--- src/rtl/nbm_pkg.sv ---
// Shared constants, types and helpers for the nibble bank mapper.
// No dependencies; the top level, nbm_timer and nbm_checker import this package.

package nbm_pkg;

	// CPU register addresses
	localparam logic [15:0] ADDR_RAM_CTRL = 16'h9002;
	localparam logic [15:0] ADDR_CNT_LOAD = 16'hF000;
	localparam logic [15:0] ADDR_CNT_CTRL = 16'hF001;
	localparam logic [15:0] ADDR_MIRROR   = 16'hF002;

	localparam logic [3:0] PAGE_PRG_LO = 4'h8;
	localparam logic [3:0] PAGE_PRG_HI = 4'h9;
	localparam logic [3:0] PAGE_CHR_LO = 4'hA;
	localparam logic [3:0] PAGE_CHR_HI = 4'hD;
	localparam logic [3:0] PAGE_RELOAD = 4'hE;

	localparam logic [7:0] RAM_ON_KEY = 8'h03;

	// Counter width masks
	localparam logic [15:0] MASK_4  = 16'h000F;
	localparam logic [15:0] MASK_8  = 16'h00FF;
	localparam logic [15:0] MASK_12 = 16'h0FFF;
	localparam logic [15:0] MASK_16 = 16'hFFFF;

	// Item commands
	localparam logic CMD_WRITE = 1'b0;
	localparam logic CMD_TICK  = 1'b1;

	// Result codes
	localparam logic [1:0] KIND_NONE = 2'd0;
	localparam logic [1:0] KIND_PRG  = 2'd1;
	localparam logic [1:0] KIND_CHR  = 2'd2;

	localparam logic [1:0] MIRROR_HORZ   = 2'd0;
	localparam logic [1:0] MIRROR_VERT   = 2'd1;
	localparam logic [1:0] MIRROR_SINGLE = 2'd2;

	// Configuration register indexes
	localparam logic CFG_PRG_MAX = 1'b0;
	localparam logic CFG_CHR_MAX = 1'b1;

	localparam logic [7:0] MAX_BANK_RESET = 8'hFF;

	// Timer operations decoded from one item
	typedef struct packed {
		logic       tick;
		logic       load;
		logic       ctrl;
		logic       rld_we;
		logic [1:0] rld_sel;
	} timer_cmd_t;

	// Replace one nibble of a bank number, then fold it under the maximum.
	function automatic logic [7:0] merge_nibble(
		input logic [7:0] old_bank,
		input logic [7:0] wdata,
		input logic       high,
		input logic [7:0] max_bank
	);
		logic [7:0] v;
		begin
			v = high ? {wdata[3:0], old_bank[3:0]} : {old_bank[7:4], wdata[3:0]};
			if (v > max_bank) begin
				v = v & max_bank;
			end
			return v;
		end
	endfunction

endpackage

--- src/rtl/nbm_in_if.sv ---
// Input item channel: valid/ready handshake with a bus write or tick word.
// Depends on nothing.

interface nbm_in_if;
	logic        valid;
	logic        ready;
	logic        command;
	logic [15:0] address;
	logic [7:0]  data;

	modport source (output valid, output command, output address, output data, input ready);
	modport sink   (input valid, input command, input address, input data, output ready);
endinterface

--- src/rtl/nbm_out_if.sv ---
// Result channel: valid/ready handshake with the mapper status word.
// Depends on nothing.

interface nbm_out_if;
	logic       valid;
	logic       ready;
	logic       irq_line;
	logic [1:0] mirror_mode;
	logic       ram_enabled;
	logic [1:0] update_kind;
	logic [2:0] update_slot;
	logic [7:0] update_bank;

	modport source (output valid, output irq_line, output mirror_mode, output ram_enabled,
		output update_kind, output update_slot, output update_bank, input ready);
	modport sink   (input valid, input irq_line, input mirror_mode, input ram_enabled,
		input update_kind, input update_slot, input update_bank, output ready);
endinterface

--- src/rtl/nbm_cfg_if.sv ---
// Configuration write channel: valid/ready, register index and write data.
// Depends on nothing.

interface nbm_cfg_if;
	logic       valid;
	logic       ready;
	logic       index;
	logic [7:0] wdata;

	modport source (output valid, output index, output wdata, input ready);
	modport sink   (input valid, input index, input wdata, output ready);
endinterface

--- src/rtl/nibble_bank_mapper_with_irq_counter.sv ---
// Top level of the nibble bank mapper with its interrupt counter.
// Depends on nbm_pkg, the nbm_in_if / nbm_out_if / nbm_cfg_if interfaces and nbm_timer.

// One word in, one word out: every accepted bus write or tick gives exactly one result
// word. Throughput is one word per clock while the result side does not stall. A word
// passes the input register (_s1) and then the result register (_s2), with all decode,
// nibble merge, bank clamp and counter update done in the single pass between them. The
// result register holds a stalled word while the input register keeps taking words as
// long as the result side drains. The configuration port (register 0: highest program
// bank, register 1: highest pattern bank, both reset to 255) is always ready; write it
// only while the block is idle. There is no clearing pass after reset.

module nibble_bank_mapper_with_irq_counter
	import nbm_pkg::*;
(
	input  logic       clk,
	input  logic       arst_n,
	nbm_in_if.sink     item,
	nbm_out_if.source  result,
	nbm_cfg_if.sink    cfg
);

	// configuration
	logic [7:0] prg_max_q;
	logic [7:0] chr_max_q;

	// input register
	logic        valid_s1;
	logic        command_s1;
	logic [15:0] address_s1;
	logic [7:0]  data_s1;

	// result register
	logic       valid_s2;
	logic       irq_s2;
	logic [1:0] mirror_s2;
	logic       ram_s2;
	logic [1:0] kind_s2;
	logic [2:0] slot_s2;
	logic [7:0] bank_s2;

	// mapper state
	logic [7:0] prg_bank_q [3];
	logic [7:0] chr_bank_q [8];
	logic [1:0] mirror_q;
	logic       ram_on_q;

	logic       advance;
	logic       is_write;
	logic [3:0] page;
	logic       low_small;
	logic       prg_hit;
	logic       chr_hit;
	logic [1:0] prg_slot;
	logic [3:0] chr_pair;
	logic [2:0] chr_slot;
	logic [7:0] prg_new;
	logic [7:0] chr_new;
	logic       ram_set;
	logic       mirror_we;
	logic [1:0] mirror_new;
	logic [1:0] kind_d;
	logic [2:0] slot_d;
	logic [7:0] bank_d;
	logic       irq_next;
	timer_cmd_t tcmd;

	// Handshake: move stage 1 on when the result register is empty or being drained.
	assign advance    = valid_s1 && (!valid_s2 || result.ready);
	assign item.ready = !valid_s1 || advance;
	assign cfg.ready  = 1'b1;

	always_ff @(posedge clk or negedge arst_n) begin
		if (!arst_n) begin
			prg_max_q <= MAX_BANK_RESET;
			chr_max_q <= MAX_BANK_RESET;
		end else if (cfg.valid) begin
			case (cfg.index)
				CFG_PRG_MAX: prg_max_q <= cfg.wdata;
				CFG_CHR_MAX: chr_max_q <= cfg.wdata;
				default: ;
			endcase
		end
	end

	// Capture the incoming word.
	always_ff @(posedge clk or negedge arst_n) begin
		if (!arst_n) begin
			valid_s1 <= 1'b0;
		end else if (item.valid && item.ready) begin
			valid_s1 <= 1'b1;
		end else if (advance) begin
			valid_s1 <= 1'b0;
		end
	end

	always_ff @(posedge clk) begin
		if (item.valid && item.ready) begin
			command_s1 <= item.command;
			address_s1 <= item.address;
			data_s1    <= item.data;
		end
	end

	// Address decode. Each bank register pair sits at offsets 0..3 of its page;
	// the low bit picks the nibble and bit 1 picks the slot within the page.
	assign is_write  = (command_s1 == CMD_WRITE);
	assign page      = address_s1[15:12];
	assign low_small = (address_s1[11:2] == 10'd0);

	// Program page 9 has only one slot; 0x9002 is the work RAM key instead.
	assign prg_hit  = is_write && low_small &&
		((page == PAGE_PRG_LO) || ((page == PAGE_PRG_HI) && !address_s1[1]));
	assign prg_slot = (page == PAGE_PRG_LO) ? {1'b0, address_s1[1]} : 2'd2;

	assign chr_hit  = is_write && low_small && (page >= PAGE_CHR_LO) && (page <= PAGE_CHR_HI);
	assign chr_pair = page - PAGE_CHR_LO;
	assign chr_slot = {chr_pair[1:0], address_s1[1]};

	assign prg_new = merge_nibble(prg_bank_q[prg_slot], data_s1, address_s1[0], prg_max_q);
	assign chr_new = merge_nibble(chr_bank_q[chr_slot], data_s1, address_s1[0], chr_max_q);

	// Work RAM only ever switches on, and only with the right key.
	assign ram_set   = is_write && (address_s1 == ADDR_RAM_CTRL) && (data_s1 == RAM_ON_KEY);
	assign mirror_we = is_write && (address_s1 == ADDR_MIRROR);

	always_comb begin
		if (data_s1[1]) begin
			mirror_new = MIRROR_SINGLE;
		end else if (data_s1[0]) begin
			mirror_new = MIRROR_VERT;
		end else begin
			mirror_new = MIRROR_HORZ;
		end
	end

	// Report which bank moved; all zero when none did.
	always_comb begin
		kind_d = KIND_NONE;
		slot_d = 3'd0;
		bank_d = 8'd0;
		if (prg_hit) begin
			kind_d = KIND_PRG;
			slot_d = {1'b0, prg_slot};
			bank_d = prg_new;
		end else if (chr_hit) begin
			kind_d = KIND_CHR;
			slot_d = chr_slot;
			bank_d = chr_new;
		end
	end

	assign tcmd.tick    = (command_s1 == CMD_TICK);
	assign tcmd.load    = is_write && (address_s1 == ADDR_CNT_LOAD);
	assign tcmd.ctrl    = is_write && (address_s1 == ADDR_CNT_CTRL);
	assign tcmd.rld_we  = is_write && low_small && (page == PAGE_RELOAD);
	assign tcmd.rld_sel = address_s1[1:0];

	nbm_timer u_timer (
		.clk      (clk),
		.arst_n   (arst_n),
		.step     (advance),
		.cmd      (tcmd),
		.data     (data_s1),
		.irq_next (irq_next)
	);

	// Commit the word's effect on the mapper state as it leaves stage 1.
	always_ff @(posedge clk or negedge arst_n) begin
		if (!arst_n) begin
			for (int i = 0; i < 3; i++) begin
				prg_bank_q[i] <= 8'(i);
			end
			for (int i = 0; i < 8; i++) begin
				chr_bank_q[i] <= 8'(i);
			end
			mirror_q <= MIRROR_HORZ;
			ram_on_q <= 1'b0;
		end else if (advance) begin
			if (prg_hit) begin
				prg_bank_q[prg_slot] <= prg_new;
			end
			if (chr_hit) begin
				chr_bank_q[chr_slot] <= chr_new;
			end
			if (mirror_we) begin
				mirror_q <= mirror_new;
			end
			if (ram_set) begin
				ram_on_q <= 1'b1;
			end
		end
	end

	// Result register: load on advance, drop when taken, otherwise hold.
	always_ff @(posedge clk or negedge arst_n) begin
		if (!arst_n) begin
			valid_s2 <= 1'b0;
		end else if (advance) begin
			valid_s2 <= 1'b1;
		end else if (result.ready) begin
			valid_s2 <= 1'b0;
		end
	end

	always_ff @(posedge clk) begin
		if (advance) begin
			irq_s2    <= irq_next;
			mirror_s2 <= mirror_we ? mirror_new : mirror_q;
			ram_s2    <= ram_on_q | ram_set;
			kind_s2   <= kind_d;
			slot_s2   <= slot_d;
			bank_s2   <= bank_d;
		end
	end

	assign result.valid       = valid_s2;
	assign result.irq_line    = irq_s2;
	assign result.mirror_mode = mirror_s2;
	assign result.ram_enabled = ram_s2;
	assign result.update_kind = kind_s2;
	assign result.update_slot = slot_s2;
	assign result.update_bank = bank_s2;

endmodule

--- src/rtl/nbm_timer.sv ---
// Interrupt down-counter: reload value, counter, width mask and one-tick delay.
// Depends on nbm_pkg (timer_cmd_t, width masks).

module nbm_timer
	import nbm_pkg::*;
(
	input  logic       clk,
	input  logic       arst_n,
	input  logic       step,
	input  timer_cmd_t cmd,
	input  logic [7:0] data,
	output logic       irq_next
);

	logic [15:0] reload_q, reload_d;
	logic [15:0] count_q, count_d;
	logic [15:0] mask_q, mask_d;
	logic        enable_q, enable_d;
	logic        armed_q, armed_d;
	logic        pending_q, pending_d;
	logic [15:0] count_dec;

	assign count_dec = count_q - 16'd1;
	assign irq_next  = pending_d;

	always_comb begin
		reload_d  = reload_q;
		count_d   = count_q;
		mask_d    = mask_q;
		enable_d  = enable_q;
		armed_d   = armed_q;
		pending_d = pending_q;
		if (step) begin
			if (cmd.tick && enable_q) begin
				// fire the delayed interrupt first, then advance the counter
				if (armed_q) begin
					pending_d = 1'b1;
					armed_d   = 1'b0;
				end
				if ((count_q & mask_q) != 16'd0) begin
					count_d = count_dec;
					if ((count_dec & mask_q) == 16'd0) begin
						armed_d = 1'b1;
					end
				end
			end
			if (cmd.rld_we) begin
				reload_d[{cmd.rld_sel, 2'b00} +: 4] = data[3:0];
			end
			if (cmd.load) begin
				count_d   = reload_q;
				pending_d = 1'b0;
			end
			if (cmd.ctrl) begin
				enable_d = data[0];
				if (data[3]) begin
					mask_d = MASK_4;
				end else if (data[2]) begin
					mask_d = MASK_8;
				end else if (data[1]) begin
					mask_d = MASK_12;
				end else begin
					mask_d = MASK_16;
				end
				pending_d = 1'b0;
			end
		end
	end

	always_ff @(posedge clk or negedge arst_n) begin
		if (!arst_n) begin
			reload_q  <= 16'd0;
			count_q   <= 16'd0;
			mask_q    <= MASK_16;
			enable_q  <= 1'b0;
			armed_q   <= 1'b0;
			pending_q <= 1'b0;
		end else begin
			reload_q  <= reload_d;
			count_q   <= count_d;
			mask_q    <= mask_d;
			enable_q  <= enable_d;
			armed_q   <= armed_d;
			pending_q <= pending_d;
		end
	end

endmodule

--- src/flat_wrapper.sv ---
// flat-port wrapper written by rule: the top's interface ports become plain ports
module nibble_bank_mapper_with_irq_counter_flat import nbm_pkg::*;
  (clk, arst_n, item_valid, item_command, item_address, item_data, item_ready, result_valid, result_irq_line, result_mirror_mode, result_ram_enabled, result_update_kind, result_update_slot, result_update_bank, result_ready, cfg_valid, cfg_index, cfg_wdata, cfg_ready);
  nbm_in_if item_i ();
  nbm_out_if result_i ();
  nbm_cfg_if cfg_i ();
  input  logic clk;
  input  logic arst_n;
  input wire logic [$bits(item_i.valid)-1:0] item_valid;
  input wire logic [$bits(item_i.command)-1:0] item_command;
  input wire logic [$bits(item_i.address)-1:0] item_address;
  input wire logic [$bits(item_i.data)-1:0] item_data;
  output wire logic [$bits(item_i.ready)-1:0] item_ready;
  output wire logic [$bits(result_i.valid)-1:0] result_valid;
  output wire logic [$bits(result_i.irq_line)-1:0] result_irq_line;
  output wire logic [$bits(result_i.mirror_mode)-1:0] result_mirror_mode;
  output wire logic [$bits(result_i.ram_enabled)-1:0] result_ram_enabled;
  output wire logic [$bits(result_i.update_kind)-1:0] result_update_kind;
  output wire logic [$bits(result_i.update_slot)-1:0] result_update_slot;
  output wire logic [$bits(result_i.update_bank)-1:0] result_update_bank;
  input wire logic [$bits(result_i.ready)-1:0] result_ready;
  input wire logic [$bits(cfg_i.valid)-1:0] cfg_valid;
  input wire logic [$bits(cfg_i.index)-1:0] cfg_index;
  input wire logic [$bits(cfg_i.wdata)-1:0] cfg_wdata;
  output wire logic [$bits(cfg_i.ready)-1:0] cfg_ready;
  assign item_i.valid = item_valid;
  assign item_i.command = item_command;
  assign item_i.address = item_address;
  assign item_i.data = item_data;
  assign item_ready = item_i.ready;
  assign result_valid = result_i.valid;
  assign result_irq_line = result_i.irq_line;
  assign result_mirror_mode = result_i.mirror_mode;
  assign result_ram_enabled = result_i.ram_enabled;
  assign result_update_kind = result_i.update_kind;
  assign result_update_slot = result_i.update_slot;
  assign result_update_bank = result_i.update_bank;
  assign result_i.ready = result_ready;
  assign cfg_i.valid = cfg_valid;
  assign cfg_i.index = cfg_index;
  assign cfg_i.wdata = cfg_wdata;
  assign cfg_ready = cfg_i.ready;
  nibble_bank_mapper_with_irq_counter u_core (.clk(clk), .arst_n(arst_n), .item(item_i), .result(result_i), .cfg(cfg_i));
endmodule
--- config.mk ---
export PLATFORM = sky130hd
export DESIGN_NAME = nibble_bank_mapper_with_irq_counter_flat
export DESIGN_NICKNAME = d
export VERILOG_FILES = /design/src/rtl/nbm_pkg.sv /design/src/rtl/nbm_in_if.sv /design/src/rtl/nbm_out_if.sv /design/src/rtl/nbm_cfg_if.sv /design/src/rtl/nibble_bank_mapper_with_irq_counter.sv /design/src/rtl/nbm_timer.sv /design/src/flat_wrapper.sv
export SDC_FILE = /design/constraint.sdc
export NUM_CORES = 1
export LEC_CHECK = 0
export ABC_AREA = 1
export BUFFER_PORTS_ARGS = -buffer_cell sky130_fd_sc_hd__buf_2
export CORE_MARGIN = 4
export CORE_UTILIZATION = 55
export DETAILED_ROUTE_END_ITERATION = 8
export PLACE_DENSITY = 0.75
export SLEW_MARGIN = 40
export SYNTH_ARGS = -nofsm -noshare
export SYNTH_HDL_FRONTEND = slang
export SYNTH_SLANG_ARGS = --single-unit
--- constraint.sdc ---
create_clock -name clk -period 2.86 [get_ports clk]
set_input_delay 0.429 -clock clk [delete_from_list [all_inputs] [get_ports clk]]
set_output_delay 0.429 -clock clk [all_outputs]
set_load 0.05 [all_outputs]
==> impl_metrics.csv, run 1 <==
group,metric,value,unit
critical_path,crit_fanout,8,
placement,numPortBuffers,57,
critical_path,r2r-start,"u_core.address_s1[12]",
timing,worst_slew_pin_slew,0.628,ns
route,first_iter_violations,935,
timing,finalCritPeriodShare,103,%
placement,hpwl,19.7,mm
power,power_density,556,nW/um2
yosys,synthesis.area,10200,um2
critical_path,worstPathCellList,"nor2_2 > inv_2 > nor2_4 > nand2_4 > o211ai_1 > nand2_1 > ha_1 > nand2_1 > nor2_1 > nand4_1 > nand2_2 > buf_6 > nand3_1 > nand3_1 > nand2_1",
clocking,postCtsHoldBufs,0,
timing,finalHoldViolCount,26,
yosys,ys_warn_count,0,
yosys,yosysTopAreaCell,"dfrtp_1",
finish,fillCellCount,1384,
global_route,grt_pass1_vias,8946,
flow_run,cap_violations,0,
critical_path,crit_cells,15,
critical_path,cpLargestDelayFamily,"simple AND/OR/NAND/NOR gates",
route,avgRoutedWirePerCell,17.0,um
route,num_vias,9463,
floorplan,rows,49,
power,vdd.ir_drop.worst,0.000413,V
floorplan,core,18100,um2
clocking,path_clk_slew,0.08,ns
route,ant_nets,0,
power,power_leakage,6.49,nW
yosys,syn_avg_cell_area,7.89,um2
placement,dp.cells,1639,
global_route,gr-usage-all-layers,27.6,%
finish,layout.nets,1531,
critical_path,crit_path_start,"u_core.address_s1[12]",
route,wirelength,28.7,mm
yosys,ys.flop_type,"dfrtp_1",
route,drc,0,
floorplan,die_height,144,um
yosys,seq_area_frac_synth,48.6,%
timing,setup_viol,31,
placement,gp_congestion,0.970,
critical_path,reg2regPathDepth,15,
yosys,ys_seq_elements,189,
route,first_pass_iters,7,
yosys,synth_top_area_share,27.9,%
critical_path,worstSetupPathType,"flip-flop to flip-flop",
critical_path,crit_path_frequent_cell,"nand2_1",
yosys,synth_cells,1298,
timing,period_minus_slack,2.93,ns
yosys,synth.distinct_cells,38,
critical_path,max_stage_delay,0.49,ns
timing,skew,0.0136,ns
timing,fin_ws,-0.0728,ns
route,viasPerCell,5.59,
floorplan,fp.dieArea,20900,um2
min_path,hold_path.class,"input pin to asynchronous set/reset pin",
critical_path,critPathArrivalTime,3.14,ns
critical_path,path_buf_inv,2,
timing,rsz0062_at_grt,"yes",
clocking,cts-root-buf,"clkbuf_16",
critical_path,rrSetupSlack,-0.07,ns
clocking,cts_tree,"built",
clocking,cts_max_path_buffers,2,
critical_path,startpoint_type,"flip-flop",
status,violations,"hold timing, setup timing",
critical_path,r2r-end,"u_core.result.update_bank[0]",
finish,syn_to_final_growth,21.9,%
finish,layout-drive-gt1-share,22.2,%
finish,diodes,0,
yosys,synthTopCellsByArea,"dfrtp_1 (28%), nand2_1 (19%), edfxtp_1 (12%), dfstp_2 (8.5%), nand3_1 (7.9%)",
critical_path,crit_path_end,"u_core.result.update_bank[0]",
timing,relSlewSlack,58.2,%
global_route,grt_max_degree,67,
finish,final_cell_count_no_fill,1694,
timing,fmax,0.341,GHz
finish,design_area,12500,um2
yosys,async_reset_ff_share,77.8,%
clocking,htreeDepth,4,
clocking,cts_buffers,17,
global_route,grt_pass1_wl,44.9,mm
critical_path,cp-end-kind,"flip-flop",
clocking,cts_sinks,189,
critical_path,crit_slowest_cell,"edfxtp_1",
placement,placed_area,11400,um2
global_route,antenna_found_initial,0,
floorplan,die_w,144,um
yosys,syn-num-nets,1377,
timing,final_max_slew_viol_count,0,
yosys,synth.most_common_cell,"nand2_1",
status,outcome,"finished with violations",
yosys,netlist_top_cells_count,"nand2_1 (508), nand3_1 (161), inv_1 (129), dfrtp_1 (114), nor2_1 (72)",
yosys,synth_enable_flop_cells,42,
clocking,insertion_delay,0.45,ns
critical_path,required,3.06,ns
floorplan,ios,59,
global_route,overflow,0,
placement,place_ws,-0.147,ns
floorplan,initial_core_util,56.4,%
timing,holdWs,-0.0193,ns
final cells by class:
cell class              count  area [um2]  share of cell area [%]
flip-flops and latches    189        4980                    39.9
clock inverters            15         211                    1.69
well taps                 229         287                    2.29
inverters                 146         563                    4.51
clock buffers              17         425                    3.41
repair buffers            152        1180                    9.44
multi-input cells         946        4840                    38.8
kinds of logic (layout without fill, tap and decap cells):
kind of cell	Yosys count	in the layout	share of synthesized area, %
flip-flops	189	189	48.6
adder cells (fa/ha/maj)	40	40	4.89
AND/OR/NAND/NOR	795	797	34.5
XOR/XNOR	2	2	0.171
other	1	1	0.0366
AO/OA/AOI/OAI	106	106	5.39
buffers and inverters	165	330	6.40
flip-flops by register name, summed over array words and instances (netlist names), 3 cells and up:
| name | flops |
|---|---|
| u_core.u_timer.reload_q | 16 |
| u_core.chr_max_q | 8 |
| u_core.data_s1 | 8 |
| u_core.u_timer.count_q | 16 |
| u_core.address_s1 | 16 |
| u_core.prg_max_q | 8 |
| u_core.chr_bank_q | 64 |
| u_core.u_timer.mask_q | 3 |
| u_core.result.update_bank | 8 |
| u_core.result.update_slot | 3 |
| u_core.prg_bank_q | 24 |
placed cells by master (no fill, tap or decap), types with 10 or more instances in the layout:
| cell | Yosys | final |
|---|---|---|
| nand2_1 | 508 | 491 |
| buf_6 | 1 | 16 |
| o21ai_0 | 66 | 64 |
| buf_4 | 3 | 71 |
| buf_2 | 9 | 56 |
| nand2_4 | 7 | 10 |
| ha_1 | 40 | 32 |
| nor2_1 | 72 | 66 |
| nand2_2 | 11 | 26 |
| nand3_1 | 161 | 153 |
| dfrtp_1 | 114 | 114 |
| nand3_2 | 8 | 15 |
| nor2_2 | 3 | 10 |
| clkbuf_16 | 0 | 18 |
| dfstp_2 | 33 | 33 |
| inv_2 | 15 | 17 |
| edfxtp_1 | 42 | 42 |
| inv_1 | 129 | 124 |
| a21oi_1 | 27 | 24 |
report_power, final:
part	internal, mW	switching [mW]
Sequential	2.90	0.0795
Clock	1.21	1.28
Combinational	0.533	0.928
Total	4.65	2.29
per-stage QoR:
| stage | power [mW] | hold slack, ns | util, % | setup TNS (ns) |
|---|---|---|---|---|
| finish | 6.94 | -0.0193 | 68.8 | -1.06 |
| global route | 7.19 | 0.0227 | 68.8 | -14.39 |
| CTS | 6.79 | 0.00130 | 66.8 | 0 |
| detailed placement | 4.29 | 0.453 | 62.6 | -4.55 |
| global placement | 4.27 | 0.438 | 62.6 | -1.48 |
| floorplan | 3.66 | 0.133 | - | 0 |
worst min-delay path by stage:
stage                     cells after the start  slack [ns]       startpoint                    endpoint
after floorplan                               0        0.13           arst_n       u_core.chr_bank_q[11]
after global placement                        2        0.44  u_core.ram_on_q             u_core.ram_on_q
after detailed placement                      2        0.45  u_core.ram_on_q             u_core.ram_on_q
after CTS                                     1       0.001           arst_n  u_core.u_timer.count_q[13]
after global routing                          1        0.02           arst_n  u_core.u_timer.count_q[13]
final                                         1       -0.02           arst_n  u_core.u_timer.count_q[13]
timing repair:
item / in CTS / in global routing
cloned: 0 / 3
buffers inserted: 11 / 9
gates resized for setup: 7 / 66
endpoints found under the setup margin: 96 / 96
pin swaps: 2 / 17
metal layers:
layer / part of all wire (%) / GRT usage [%]
met5: 0 / 0
met4: 3.5 / 9.23
met3: 7.6 / 5.62
met2: 48 / 45.6
met1: 41 / 36.5
(Power assumes the default switching activity.)
==> run 2: changes to the inputs <==
- CORE_ASPECT_RATIO: default -> 2
- GPL_TIMING_DRIVEN: default -> 0
==> impl_metrics.csv, run 2 (same netlist as run 1, synthesis figures left out) <==
group,metric,value,unit
timing,final_max_slew_viol_count,0,
route,drc,0,
clocking,cts-root-buf,"clkbuf_16",
timing,fin_ws,-0.427,ns
power,power_density,549,nW/um2
critical_path,r2r-start,"u_core.address_s1[13]",
power,pwr-share-seq,40.9,%
clocking,path_clk_slew,0.08,ns
critical_path,crit_fanout,4,
timing,finalHoldViolCount,0,
critical_path,critPathArrivalTime,3.64,ns
power,p_int,4.72,mW
route,route.met3.wl,2.43,mm
route,viasPerCell,6.03,
route,routed.top_layer,"met4",
critical_path,r2r-end,"u_core.prg_bank_q[13]",
global_route,grt_pass1_wl,50.2,mm
timing,setup_viol,96,
critical_path,rrSetupSlack,-0.43,ns
power,p_clk_share,32.6,%
route,wirelength,36.6,mm
status,violations,"setup timing",
global_route,overflow,0,
placement,gp_congestion,0.975,
critical_path,cp-end-kind,"flip-flop",
timing,relSlewSlack,57.4,%
global_route,antenna_found_initial,1,
critical_path,cpLargestDelayFamily,"simple AND/OR/NAND/NOR gates",
critical_path,crit_slowest_cell,"edfxtp_1",
finish,layout.nets,1538,
finish,layout_common_cells,"nand2_1 (459), nand3_1 (126), inv_1 (114), dfrtp_1 (114), o21ai_0 (64)",
route,wl_met2,19.4,mm
finish,regArea,4980,um2
timing,skew,0.0117,ns
global_route,grt_max_degree,52,
placement,numPortBuffers,57,
placement,placed_area,10900,um2
critical_path,reg2regPathDepth,16,
route,drt-met1-wl,10.9,mm
floorplan,core,18300,um2
route,num_vias,10200,
floorplan,initial_core_util,55.9,%
timing,worst_slew_pin_slew,0.637,ns
floorplan,fp.dieArea,21000,um2
timing,holdWs,0.135,ns
route,ant_nets,0,
status,outcome,"finished with violations",
power,p_sw,2.58,mW
finish,multi_input_area,5560,um2
critical_path,worstSetupPathType,"flip-flop to flip-flop",
finish,syn_to_final_growth,29.8,%
critical_path,startpoint_type,"flip-flop",
finish,reg.largest.list,"u_core.chr_bank_q x64, u_core.prg_bank_q x24",
timing,fmax,0.304,GHz
min_path,hold_end,"u_core.address_s1[8]",
flow_run,cap_violations,0,
min_path,hold_depth,1,
timing,setup_tns,-21.33,ns
placement,hpwl,22.1,mm
critical_path,path_buf_inv,3,
critical_path,required,3.21,ns
clocking,cts_tree,"built",
floorplan,rows,70,
finish,final_common_cell,"nand2_1",
min_path,min_from,"item_address[8]",
timing,finalCritPeriodShare,115,%
timing,rsz0062_at_grt,"yes",
floorplan,die_w,104,um
finish,design_area,13300,um2
power,combPwrFrac,26.4,%
critical_path,max_stage_delay,0.52,ns
min_path,hold_path.class,"input pin to flip-flop",
route,first_iter_violations,909,
floorplan,die_height,201,um
finish,fillCellCount,1267,
global_route,gr-usage-all-layers,30.8,%
finish,layout-drive-gt1-share,27.6,%
finish,largest_register_ffs,64,
finish,regMostFlops,"u_core.chr_bank_q",
route,avgRoutedWirePerCell,21.7,um
power,power_leakage,6.61,nW
power,vdd.ir_drop.worst,0.000435,V
power,swShare,35.3,%
clocking,cts_max_path_buffers,2,
global_route,grt_pass1_vias,9982,
critical_path,worstPathCellList,"nor2_4 > inv_2 > nor2_4 > nand2_4 > o211ai_1 > nand2_1 > ha_4 > nand2_2 > nor2_2 > nand4_1 > nand2_4 > buf_4 > nand3_4 > buf_4 > nand3_1 > nand2_1",
route,first_pass_iters,8,
clocking,cts_sinks,189,
clocking,htreeDepth,4,
floorplan,ios,59,
clocking,insertion_delay,0.47,ns
timing,period_minus_slack,3.29,ns
clocking,cts_buffers,17,
[run 2: power by group through the flow]
| stage | Sequential (mW) | Combinational, mW | Clock (mW) |
|---|---|---|---|
| 2_1_floorplan | 3.11 | 0.551 | 0 |
| 3_3_place_gp | 3.03 | 1.01 | 0 |
| 3_5_place_dp | 3.03 | 1.03 | 0 |
| 4_1_cts | 2.97 | 1.40 | 2.35 |
| 5_1_grt | 2.99 | 1.99 | 2.52 |
| 6_report | 2.99 | 1.93 | 2.38 |
[run 2: per-stage QoR]
stage | utilization, % | cells | power, mW | setup slack, ns
global route | 72.6 | 1689 | 7.50 | -0.474
global placement | 59.0 | 1571 | 4.03 | -0.927
floorplan | - | 1298 | 3.66 | 0.0227
detailed placement | 59.3 | 1573 | 4.06 | -0.889
finish | 72.6 | 1689 | 7.30 | -0.427
CTS | 67.7 | 1651 | 6.72 | -0.0770
[run 2: repair_timing]
item / in CTS / in global routing
gates cloned: 3 / 2
pin swaps: 22 / 62
setup buffers: 43 / 37
endpoints found under the hold margin: 26 / 0
setup endpoints to repair: 112 / 104
hold buffers: 1 / 0
resized for setup: 134 / 103
[run 2: worst max-delay path by stage]
stage | end | cells after the start | start | slack (ns)
3_5_place_dp | u_core.result.update_bank[1] | 18 | u_core.address_s1[1] | -0.89
5_1_grt | u_core.prg_bank_q[13] | 16 | u_core.address_s1[13] | -0.47
6_report | u_core.prg_bank_q[13] | 16 | u_core.address_s1[13] | -0.43
2_1_floorplan | u_core.result.update_bank[1] | 19 | u_core.address_s1[1] | 0.02
4_1_cts | u_core.result.update_bank[6] | 20 | u_core.address_s1[12] | -0.08
3_3_place_gp | u_core.result.update_bank[1] | 18 | u_core.address_s1[1] | -0.93
[run 2: worst reg2reg max path, cell delays in order (launching register included)]
cell	delay [ns]
edfxtp_1	0.52
nor2_4	0.18
inv_2	0.07
nor2_4	0.16
nand2_4	0.11
o211ai_1	0.34
nand2_1	0.23
ha_4	0.36
nand2_2	0.05
nor2_2	0.14
nand4_1	0.22
nand2_4	0.22
buf_4	0.15
nand3_4	0.09
buf_4	0.17
nand3_1	0.10
nand2_1	0.07
[run 2: final cells by class]
class	instances	share of cell area, %
Antenna cell	1	0.0188
Buffer	17	1.10
Clock buffer	17	3.20
Clock inverter	15	1.08
Inverter	146	4.51
Multi-Input combinational cell	948	41.8
Sequential cell	189	37.5
Tap cell	216	2.03
Timing Repair Buffer	140	8.75
[run 2: routing by layer]
layer  vias to the layer above  global-route usage [%]
met5                         -                       0
met4                         0                    27.5
met3                       298                    5.41
met2                       628                    56.2
met1                      4756                    28.3
li1                       4498                       -
